[src/rtl/core/hrcd_pkg.sv]
// ----------------------------------------------------------------------------
// hrcd_pkg
// Shared types and constants of the HTTP response chunk decoder.
// ----------------------------------------------------------------------------
package hrcd_pkg;

    localparam int CHUNK_SIZE_BITS_DEF = 32;

    typedef logic [1:0] kind_t;

    localparam kind_t KIND_BODY = 2'd0;
    localparam kind_t KIND_DONE = 2'd1;
    localparam kind_t KIND_FAIL = 2'd2;

    localparam logic [9:0] STATUS_MAX = 10'd999;

    localparam logic [7:0] CHAR_CR    = 8'h0D;
    localparam logic [7:0] CHAR_LF    = 8'h0A;
    localparam logic [7:0] CHAR_SPACE = 8'h20;
    localparam logic [7:0] CHAR_ZERO  = 8'h30;
    localparam logic [7:0] CHAR_NINE  = 8'h39;
    localparam logic [7:0] CHAR_LC_A  = 8'h61;
    localparam logic [7:0] CHAR_LC_F  = 8'h66;
    localparam logic [7:0] CHAR_UC_A  = 8'h41;
    localparam logic [7:0] CHAR_UC_F  = 8'h46;
    localparam logic [7:0] CHAR_LC_C  = 8'h63;

    // last index of the word "chunked"
    localparam logic [2:0] WORD_LAST = 3'd6;

    typedef struct packed {
        kind_t      kind;
        logic [7:0] out_byte;
        logic [9:0] resp_status;
        logic       last;
    } result_t;

    // characters of "chunked"
    function automatic logic [7:0] word_char(input logic [2:0] pos);
        logic [7:0] c;
        case (pos)
            3'd0:    c = 8'h63;
            3'd1:    c = 8'h68;
            3'd2:    c = 8'h75;
            3'd3:    c = 8'h6E;
            3'd4:    c = 8'h6B;
            3'd5:    c = 8'h65;
            3'd6:    c = 8'h64;
            default: c = 8'h00;
        endcase
        return c;
    endfunction

endpackage

[src/rtl/core/hrcd_if.sv]
// ----------------------------------------------------------------------------
// hrcd_if
// Valid/ready channels of the HTTP response chunk decoder.
// ----------------------------------------------------------------------------
interface hrcd_in_if;
    logic       valid;
    logic       ready;
    logic [7:0] in_byte;
    logic       end_of_response;

    modport source (output valid, output in_byte, output end_of_response, input ready);
    modport sink   (input valid, input in_byte, input end_of_response, output ready);
endinterface

interface hrcd_out_if;
    logic               valid;
    logic               ready;
    hrcd_pkg::kind_t    kind;
    logic [7:0]         out_byte;
    logic [9:0]         resp_status;
    logic               last;

    modport source (output valid, output kind, output out_byte, output resp_status,
                    output last, input ready);
    modport sink   (input valid, input kind, input out_byte, input resp_status,
                    input last, output ready);
endinterface

[src/rtl/core/http_response_chunk_decoder_unit.sv]
// ----------------------------------------------------------------------------
// http_response_chunk_decoder_unit
// Byte-serial HTTP/1.1 response parser with chunked transfer decoding.
// ----------------------------------------------------------------------------
// One response byte is taken per beat, one per cycle while the four-entry
// result queue has room for two results. Each byte updates the registered
// parser state; a body byte and, on end_of_response, a done/fail beat
// carrying the status code are queued, so one byte may yield two results.
// Results drain one per cycle while the output side is ready. The status
// code saturates at 999; chunk sizes saturate at CHUNK_SIZE_BITS ones.
// No clearing pass after reset.
module http_response_chunk_decoder_unit #(
    parameter int CHUNK_SIZE_BITS = hrcd_pkg::CHUNK_SIZE_BITS_DEF
) (
    input  logic        clk,
    input  logic        rst_n,
    hrcd_in_if.sink     data,
    hrcd_out_if.source  result
);

    typedef enum logic [11:0] {
        PH_STATUS_START  = 12'b0000_0000_0001,
        PH_STATUS_DIGITS = 12'b0000_0000_0010,
        PH_HEADER        = 12'b0000_0000_0100,
        PH_BODY          = 12'b0000_0000_1000,
        PH_SIZE_START    = 12'b0000_0001_0000,
        PH_SIZE_DIGITS   = 12'b0000_0010_0000,
        PH_SIZE_EXT      = 12'b0000_0100_0000,
        PH_SIZE_LF       = 12'b0000_1000_0000,
        PH_DATA          = 12'b0001_0000_0000,
        PH_DATA_CR       = 12'b0010_0000_0000,
        PH_DATA_LF       = 12'b0100_0000_0000,
        PH_DONE          = 12'b1000_0000_0000
    } phase_t;

    localparam int QDEPTH = 4;
    localparam int QAW    = $clog2(QDEPTH);

    phase_t                       phase_reg, phase_next;
    logic [9:0]                   status_reg, status_next;
    logic [2:0]                   match_pos_reg, match_pos_next;
    logic                         is_chunked_reg, is_chunked_next;
    logic [1:0]                   crlf_reg, crlf_next;
    logic [CHUNK_SIZE_BITS-1:0]   remaining_reg, remaining_next;
    logic                         failed_reg, failed_next;

    hrcd_pkg::result_t            q_reg [QDEPTH];
    logic [QAW-1:0]               wr_ptr_reg, rd_ptr_reg;
    logic [QAW:0]                 count_reg;

    logic        in_acc, out_acc;
    logic [7:0]  b;
    logic        header_ended;
    logic        body_valid;
    logic        is_digit;
    logic [13:0] status_sum;
    logic [4:0]  hex_val;
    logic        ok;
    logic [1:0]  push_n;
    hrcd_pkg::result_t body_res, final_res, first_res;

    assign b       = data.in_byte;
    assign in_acc  = data.valid && data.ready;
    assign out_acc = result.valid && result.ready;

    // room for two results regardless of the output side
    assign data.ready = (count_reg <= (QAW+1)'(QDEPTH - 2));

    assign is_digit   = (b >= hrcd_pkg::CHAR_ZERO) && (b <= hrcd_pkg::CHAR_NINE);
    assign status_sum = {1'b0, status_reg, 3'b000} + {3'b000, status_reg, 1'b0}
                        + {10'd0, 4'(b - hrcd_pkg::CHAR_ZERO)};

    // hex digit value, bit 4 set when the byte is no hex digit
    always_comb
    begin
        if (is_digit)
            hex_val = {1'b0, 4'(b - hrcd_pkg::CHAR_ZERO)};
        else if (b >= hrcd_pkg::CHAR_LC_A && b <= hrcd_pkg::CHAR_LC_F)
            hex_val = {1'b0, 4'(b - hrcd_pkg::CHAR_LC_A + 8'd10)};
        else if (b >= hrcd_pkg::CHAR_UC_A && b <= hrcd_pkg::CHAR_UC_F)
            hex_val = {1'b0, 4'(b - hrcd_pkg::CHAR_UC_A + 8'd10)};
        else
            hex_val = 5'h10;
    end

    always_comb
    begin
        phase_next      = phase_reg;
        status_next     = status_reg;
        match_pos_next  = match_pos_reg;
        is_chunked_next = is_chunked_reg;
        crlf_next       = crlf_reg;
        remaining_next  = remaining_reg;
        failed_next     = failed_reg;
        header_ended    = 1'b0;
        body_valid      = 1'b0;

        if (!failed_reg)
        begin
            unique case (phase_reg)
                PH_STATUS_START, PH_STATUS_DIGITS, PH_HEADER:
                begin
                    // "chunked" scan over status line and header
                    if (b == hrcd_pkg::word_char(match_pos_reg))
                    begin
                        if (match_pos_reg == hrcd_pkg::WORD_LAST)
                        begin
                            is_chunked_next = 1'b1;
                            match_pos_next  = 3'd0;
                        end
                        else
                            match_pos_next = match_pos_reg + 3'd1;
                    end
                    else
                        match_pos_next = (b == hrcd_pkg::CHAR_LC_C) ? 3'd1 : 3'd0;

                    // blank line: CR LF CR LF
                    if (b == hrcd_pkg::CHAR_CR)
                        crlf_next = (crlf_reg == 2'd2) ? 2'd3 : 2'd1;
                    else if (b == hrcd_pkg::CHAR_LF)
                    begin
                        if (crlf_reg == 2'd3)
                        begin
                            crlf_next    = 2'd0;
                            header_ended = 1'b1;
                        end
                        else
                            crlf_next = (crlf_reg == 2'd1) ? 2'd2 : 2'd0;
                    end
                    else
                        crlf_next = 2'd0;

                    if (phase_reg == PH_STATUS_START)
                    begin
                        if (b == hrcd_pkg::CHAR_SPACE)
                            phase_next = PH_STATUS_DIGITS;
                        else if (b == hrcd_pkg::CHAR_CR || b == hrcd_pkg::CHAR_LF)
                            phase_next = PH_HEADER;
                    end
                    else if (phase_reg == PH_STATUS_DIGITS)
                    begin
                        if (is_digit)
                            status_next = (status_sum > {4'd0, hrcd_pkg::STATUS_MAX})
                                          ? hrcd_pkg::STATUS_MAX : status_sum[9:0];
                        else
                            phase_next = PH_HEADER;
                    end

                    if (header_ended)
                        phase_next = is_chunked_next ? PH_SIZE_START : PH_BODY;
                end
                PH_BODY:
                    body_valid = 1'b1;
                PH_SIZE_START, PH_SIZE_DIGITS:
                begin
                    if (b == hrcd_pkg::CHAR_CR)
                        phase_next = PH_SIZE_LF;
                    else if (!hex_val[4])
                    begin
                        if (remaining_reg[CHUNK_SIZE_BITS-1 -: 4] != 4'd0)
                            remaining_next = '1;
                        else
                            remaining_next = {remaining_reg[CHUNK_SIZE_BITS-5:0], hex_val[3:0]};
                        phase_next = PH_SIZE_DIGITS;
                    end
                    else
                        phase_next = PH_SIZE_EXT;
                end
                PH_SIZE_EXT:
                    if (b == hrcd_pkg::CHAR_CR)
                        phase_next = PH_SIZE_LF;
                PH_SIZE_LF:
                begin
                    if (b != hrcd_pkg::CHAR_LF)
                        failed_next = 1'b1;
                    else
                        phase_next = (remaining_reg == '0) ? PH_DONE : PH_DATA;
                end
                PH_DATA:
                begin
                    body_valid     = 1'b1;
                    remaining_next = remaining_reg - CHUNK_SIZE_BITS'(1);
                    if (remaining_next == '0)
                        phase_next = PH_DATA_CR;
                end
                PH_DATA_CR:
                begin
                    if (b != hrcd_pkg::CHAR_CR)
                        failed_next = 1'b1;
                    else
                        phase_next = PH_DATA_LF;
                end
                PH_DATA_LF:
                begin
                    if (b != hrcd_pkg::CHAR_LF)
                        failed_next = 1'b1;
                    else
                    begin
                        phase_next     = PH_SIZE_START;
                        remaining_next = '0;
                    end
                end
                PH_DONE:
                    ;
                default:
                    ;
            endcase
        end
    end

    // outcome judged on the state after this byte
    assign ok = !failed_next &&
                (phase_next == PH_STATUS_START || phase_next == PH_STATUS_DIGITS ||
                 phase_next == PH_HEADER || phase_next == PH_BODY ||
                 phase_next == PH_SIZE_START || phase_next == PH_DONE);

    always_comb
    begin
        body_res.kind        = hrcd_pkg::KIND_BODY;
        body_res.out_byte    = b;
        body_res.resp_status = 10'd0;
        body_res.last        = 1'b0;

        final_res.kind        = ok ? hrcd_pkg::KIND_DONE : hrcd_pkg::KIND_FAIL;
        final_res.out_byte    = 8'd0;
        final_res.resp_status = status_next;
        final_res.last        = 1'b1;

        first_res = body_valid ? body_res : final_res;
        push_n    = in_acc ? ({1'b0, body_valid} + {1'b0, data.end_of_response}) : 2'd0;
    end

    always_ff @(posedge clk or negedge rst_n)
    begin
        if (!rst_n)
        begin
            phase_reg      <= PH_STATUS_START;
            status_reg     <= 10'd0;
            match_pos_reg  <= 3'd0;
            is_chunked_reg <= 1'b0;
            crlf_reg       <= 2'd0;
            remaining_reg  <= '0;
            failed_reg     <= 1'b0;
        end
        else if (in_acc)
        begin
            if (data.end_of_response)
            begin
                phase_reg      <= PH_STATUS_START;
                status_reg     <= 10'd0;
                match_pos_reg  <= 3'd0;
                is_chunked_reg <= 1'b0;
                crlf_reg       <= 2'd0;
                remaining_reg  <= '0;
                failed_reg     <= 1'b0;
            end
            else
            begin
                phase_reg      <= phase_next;
                status_reg     <= status_next;
                match_pos_reg  <= match_pos_next;
                is_chunked_reg <= is_chunked_next;
                crlf_reg       <= crlf_next;
                remaining_reg  <= remaining_next;
                failed_reg     <= failed_next;
            end
        end
    end

    // result queue: up to two writes and one read per cycle
    always_ff @(posedge clk or negedge rst_n)
    begin
        if (!rst_n)
        begin
            wr_ptr_reg <= '0;
            rd_ptr_reg <= '0;
            count_reg  <= '0;
        end
        else
        begin
            wr_ptr_reg <= wr_ptr_reg + QAW'(push_n);
            rd_ptr_reg <= rd_ptr_reg + QAW'(out_acc);
            count_reg  <= count_reg + (QAW+1)'(push_n) - (QAW+1)'(out_acc);
        end
    end

    always_ff @(posedge clk)
    begin
        if (push_n != 2'd0)
            q_reg[wr_ptr_reg] <= first_res;
        if (push_n == 2'd2)
            q_reg[wr_ptr_reg + QAW'(1)] <= final_res;
    end

    assign result.valid       = (count_reg != '0);
    assign result.kind        = q_reg[rd_ptr_reg].kind;
    assign result.out_byte    = q_reg[rd_ptr_reg].out_byte;
    assign result.resp_status = q_reg[rd_ptr_reg].resp_status;
    assign result.last        = q_reg[rd_ptr_reg].last;

    a_count_bound: assert property (@(posedge clk) disable iff (!rst_n)
        count_reg <= (QAW+1)'(QDEPTH))
        else $error("result queue overfilled");

    a_count_track: assert property (@(posedge clk) disable iff (!rst_n)
        $past(rst_n) |->
        count_reg == $past(count_reg) + (QAW+1)'($past(push_n)) - (QAW+1)'($past(out_acc)))
        else $error("queue count out of step with pushes and pops");

    a_end_resets: assert property (@(posedge clk) disable iff (!rst_n)
        (in_acc && data.end_of_response) |=>
        (phase_reg == PH_STATUS_START && !failed_reg && !is_chunked_reg && status_reg == 10'd0))
        else $error("parser state not cleared after end of response");

    a_failed_sticky: assert property (@(posedge clk) disable iff (!rst_n)
        (failed_reg && !(in_acc && data.end_of_response)) |=> failed_reg)
        else $error("failure cleared before end of response");

    a_status_sat: assert property (@(posedge clk) disable iff (!rst_n)
        status_reg <= hrcd_pkg::STATUS_MAX)
        else $error("status code above saturation limit");

endmodule
[src/flat_wrapper.sv]
// flat-port wrapper written by rule: the top's interface ports become plain ports
module http_response_chunk_decoder_unit_flat 
#(
    parameter int CHUNK_SIZE_BITS = hrcd_pkg::CHUNK_SIZE_BITS_DEF
)
  (clk, rst_n, data_valid, data_in_byte, data_end_of_response, data_ready, result_valid, result_kind, result_out_byte, result_resp_status, result_last, result_ready);
  hrcd_in_if data_i ();
  hrcd_out_if result_i ();
  input  logic clk;
  input  logic rst_n;
  input wire logic [$bits(data_i.valid)-1:0] data_valid;
  input wire logic [$bits(data_i.in_byte)-1:0] data_in_byte;
  input wire logic [$bits(data_i.end_of_response)-1:0] data_end_of_response;
  output wire logic [$bits(data_i.ready)-1:0] data_ready;
  output wire logic [$bits(result_i.valid)-1:0] result_valid;
  output wire logic [$bits(result_i.kind)-1:0] result_kind;
  output wire logic [$bits(result_i.out_byte)-1:0] result_out_byte;
  output wire logic [$bits(result_i.resp_status)-1:0] result_resp_status;
  output wire logic [$bits(result_i.last)-1:0] result_last;
  input wire logic [$bits(result_i.ready)-1:0] result_ready;
  assign data_i.valid = data_valid;
  assign data_i.in_byte = data_in_byte;
  assign data_i.end_of_response = data_end_of_response;
  assign data_ready = data_i.ready;
  assign result_valid = result_i.valid;
  assign result_kind = result_i.kind;
  assign result_out_byte = result_i.out_byte;
  assign result_resp_status = result_i.resp_status;
  assign result_last = result_i.last;
  assign result_i.ready = result_ready;
  http_response_chunk_decoder_unit #(.CHUNK_SIZE_BITS(CHUNK_SIZE_BITS)) u_core (.clk(clk), .rst_n(rst_n), .data(data_i), .result(result_i));
endmodule
[config.mk]
export PLATFORM = sky130hd
export DESIGN_NAME = http_response_chunk_decoder_unit_flat
export DESIGN_NICKNAME = d
export VERILOG_FILES = /design/src/rtl/core/hrcd_pkg.sv /design/src/rtl/core/hrcd_if.sv /design/src/rtl/core/http_response_chunk_decoder_unit.sv /design/src/flat_wrapper.sv
export SDC_FILE = /design/constraint.sdc
export NUM_CORES = 1
export LEC_CHECK = 0
export BUFFER_PORTS_ARGS = -buffer_cell sky130_fd_sc_hd__buf_4
export CAP_MARGIN = 30
export CORE_MARGIN = 10
export CORE_UTILIZATION = 63
export CTS_CLUSTER_DIAMETER = 200
export DETAILED_ROUTE_END_ITERATION = 8
export PLACE_DENSITY = 0.79
export SLEW_MARGIN = 20
export SYNTH_ARGS = -nofsm -noshare
export SYNTH_HDL_FRONTEND = slang
export SYNTH_SLANG_ARGS = --single-unit
[constraint.sdc]
create_clock -name clk -period 4.33 [get_ports clk]
set_clock_uncertainty 0.2 [all_clocks]
set_input_delay 0.433 -clock clk [delete_from_list [all_inputs] [get_ports clk]]
set_output_delay 0.433 -clock clk [all_outputs]
set_load 0.03 [all_outputs]
==> impl_metrics.py <==
metrics = {
    "timing": {
        "worst_pin_slew_ps": 814,
        "fmax_ghz": 0.241,
        "hold_viol_final": 0,
        "relSlewSlack": 0.451,
        "setup_violations": 0,
        "grt_setup_unrepaired": "false",
        "period_share": 0.960,
        "finalCriticalPeriod_ps": 4150,
        "fin_ws_ps": 175,
        "final.setup.tns_ps": 0,
        "drv_slew": 0,
    },
    "clock_tree": {
        "cts_tree": "built",
        "clockBufferDepth": 2,
        "clkLatencyLatePin_ps": 430,
        "clkSinkCount": 152,
        "post-cts-setup-buffers": 0,
        "cts_hold_repair.buffers": 1,
        "cts_inserted_buffers": 17,
        "cts-root-buf": "clkbuf_16",
        "cts.clk_slew.worst_paths_ps": 70,
        "htreeDepth": 4,
        "cts.repair.resized": 0,
    },
    "floorplan": {
        "row_count": 44,
        "die_w_um": 143,
        "start_util": 0.649,
        "core-area_mm2": 0.0147,
        "ios": 36,
        "dieArea_mm2": 0.0205,
        "die_height_um": 143,
    },
    "global_route": {
        "grt_util_all_layers": 0.259,
        "overflow": 0,
        "grt_max_degree": 69,
        "grtUsageMet1": 0.328,
        "gr-usage-met3": 0.0567,
        "antenna_found_initial": 0,
        "grt_pass1_wl_um": 42900,
        "met2_usage": 0.422,
        "grt_pass1_vias": 8303,
        "grt_most_used_layer": "met2",
    },
    "final_layout": {
        "diodes": 0,
        "syn2layout_area_growth_pct": 11.5,
        "stdcell_area_mm2": 0.0106,
        "regArea_mm2": 0.00386,
        "largest_reg_flops": 84,
        "multiInputGateArea_mm2": 0.00524,
        "drive_gt1_frac": 0.147,
        "fin_nets": 1104,
        "fill_cells": 1087,
    },
    "critical_path": {
        "critical_path_arrival_ps": 4270,
        "cp_slowest_cell": "nor4_2",
        "cp-start-kind": "register",
        "max_stage_delay_ps": 630,
        "worstSetupEndpointType": "register",
        "worstPathMaxFanout": 11,
        "crit_family": "simple AND/OR/NAND/NOR gates",
        "cp_cell_sequence": "nor4_2 > o211ai_1 > or3_1 > a311oi_1 > nand4_1 > o41ai_2 > nand3_1 > nor4_1 > nor2_1",
        "worst-path-buf-inv": 0,
        "cp.required_ps": 4450,
        "crit_type": "reg2reg",
    },
    "power": {
        "p_seq_frac": 0.260,
        "leakage_nw": 4.25,
        "switching_share": 0.472,
        "internal_power_mw": 3.93,
        "ir_worst_vdd_mv": 0.536,
        "p_switching_mw": 3.51,
        "power_density_mw_per_mm2": 701,
        "p_comb_frac": 0.538,
        "clockPowerShare": 0.202,
    },
    "route": {
        "viasPerCell": 6.84,
        "detail_route.drc_violations": 0,
        "drtIter0Drc": 1128,
        "drt-total-wl_um": 26000,
        "ant_nets": 0,
        "num_vias": 8575,
        "wl_per_cell_um": 20.7,
        "first_pass_iters": 5,
    },
    "synth": {
        "ys_seq_area_frac": 0.405,
        "synth_seq_cells": 152,
        "ys.flop_type": "dfrtp_1",
        "yosysWarningCount": 0,
        "avgSynthCellArea_um2": 9.18,
        "synth-edff-count": 48,
        "synthArstFlopShare": 0.447,
        "ys_types": 85,
        "synth_cells": 1038,
        "syn_nets": 1086,
        "synth_area_mm2": 0.00953,
    },
    "run": {
        "max_cap_viol_count": 0,
    },
    "place": {
        "portBuffers": 35,
        "place_ws_ps": 280,
        "place.gp.congestion": 1.01,
        "dp_hpwl_um": 17600,
        "placed_cell_area_mm2": 0.00997,
    },
    "hold_path": {
        "hp-class": "in2reg",
    },
    "outcome": {
        "status": "completed",
    },
}
==> per-layer routing <==
layer  wire length [um]  share of wire
met1              10500           0.41
met2              12400           0.48
met3               2190          0.084
met4                825          0.032
met5                  0              0
==> synthesized netlist by cell type, types with 13 or more instances <==
cell        n  share of area
a21oi_1    50          0.026
a22o_1     37          0.034
a31oi_1    20          0.013
clkbuf_1   50          0.020
dfrtp_1    67           0.18
dfxtp_1    36          0.076
edfxtp_1   48           0.15
ha_1       32          0.042
inv_1      34          0.013
mux4_2     21          0.050
nand2_1    77          0.030
nand3_1    19          0.010
nor2_1    151          0.059
nor2b_1    16          0.011
nor3_1     36          0.019
nor4_1     21          0.014
o21ai_0    58          0.030
o22ai_1    14         0.0092
o31ai_1    18          0.014
o41ai_1    17          0.016
xor2_1     13          0.012
==> through the flow <==
stage / std cells / utilization / hold slack, ps / power [mW]
finish: 1253 / 0.723 / 114 / 7.44
global route: 1253 / 0.723 / 118 / 7.91
CTS: 1250 / 0.720 / 99.8 / 7.34
detailed placement: 1217 / 0.679 / 259 / 5.83
global placement: 1217 / 0.679 / 249 / 5.80
floorplan: 1038 / - / -62.6 / 4.79
==> cells by family (layout without fill, tap and decap cells) <==
group | after synthesis | after routing | synth area share
buffers and inverters | 107 | 138 | 0.0459
adders and majority gates | 35 | 35 | 0.0483
muxes | 23 | 23 | 0.0517
xor gates and xnor gates | 24 | 24 | 0.0220
DFF | 152 | 152 | 0.405
and+or+nand+nor | 412 | 412 | 0.220
AOI/OAI and AO/OA | 285 | 285 | 0.207
==> final cells by class <==
cell class / instances / area share
Multi-Input combinational cell: 779 / 0.493
Timing Repair Buffer: 72 / 0.0535
Sequential cell: 152 / 0.364
Tap cell: 184 / 0.0217
Clock inverter: 14 / 0.0134
Inverter: 34 / 0.0120
Clock buffer: 18 / 0.0424
==> power by group through the flow <==
stage                     sequential [mW]  combinational [mW]  clock (mW)
after global routing                 1.97                4.38        1.57
after floorplan                      1.81                2.98           0
final                                1.94                4.00        1.50
after detailed placement             1.98                3.85           0
after global placement               1.97                3.83           0
after CTS                            1.95                3.88        1.51
==> final timing paths <==
path | to | slack [ps] | start | cells past startpoint
setup / recovery | u_core.phase_reg[8] | 180 | u_core.phase_reg[8] | 9
setup reg to reg | u_core.phase_reg[8] | 180 | u_core.phase_reg[8] | 9
min in group asynchronous | u_core.remaining_reg[31] | 250 | rst_n | 2
max in group asynchronous | u_core.phase_reg[0] | 3080 | rst_n | 3
hold reg to reg | u_core.q_reg[3][13] | 280 | u_core.q_reg[3][13] | 1
hold / removal | u_core.q_reg[1][16] | 110 | data_in_byte[5] | 2
==> layout by cell type, fill, tap and decap left out, types with 5 or more instances in the layout <==
cell,Yosys,routed
buf_4,1,68
ha_1,32,32
nor2b_1,16,16
nand2b_1,10,10
o31ai_1,18,18
o22ai_1,14,14
a2111oi_0,5,5
xor2_1,13,13
dfrtp_1,67,67
edfxtp_1,48,48
nand3_1,19,19
clkbuf_16,0,18
or4_1,10,10
o21bai_1,5,5
o21ai_0,58,58
a31oi_1,20,20
nand2_1,77,77
dfxtp_1,36,36
nor4_2,6,6
and3_1,7,7
inv_1,34,34
nand4b_1,6,6
nor4_1,21,21
a211oi_1,7,7
a21oi_1,50,50
nor2_1,151,151
mux4_2,21,21
or3_1,11,11
xnor2_1,11,11
nor3_1,36,36
o41ai_1,17,17
nand4_1,8,8
a22o_1,37,37
inv_8,0,6
or2_2,6,6
(Power assumes the default switching activity.)
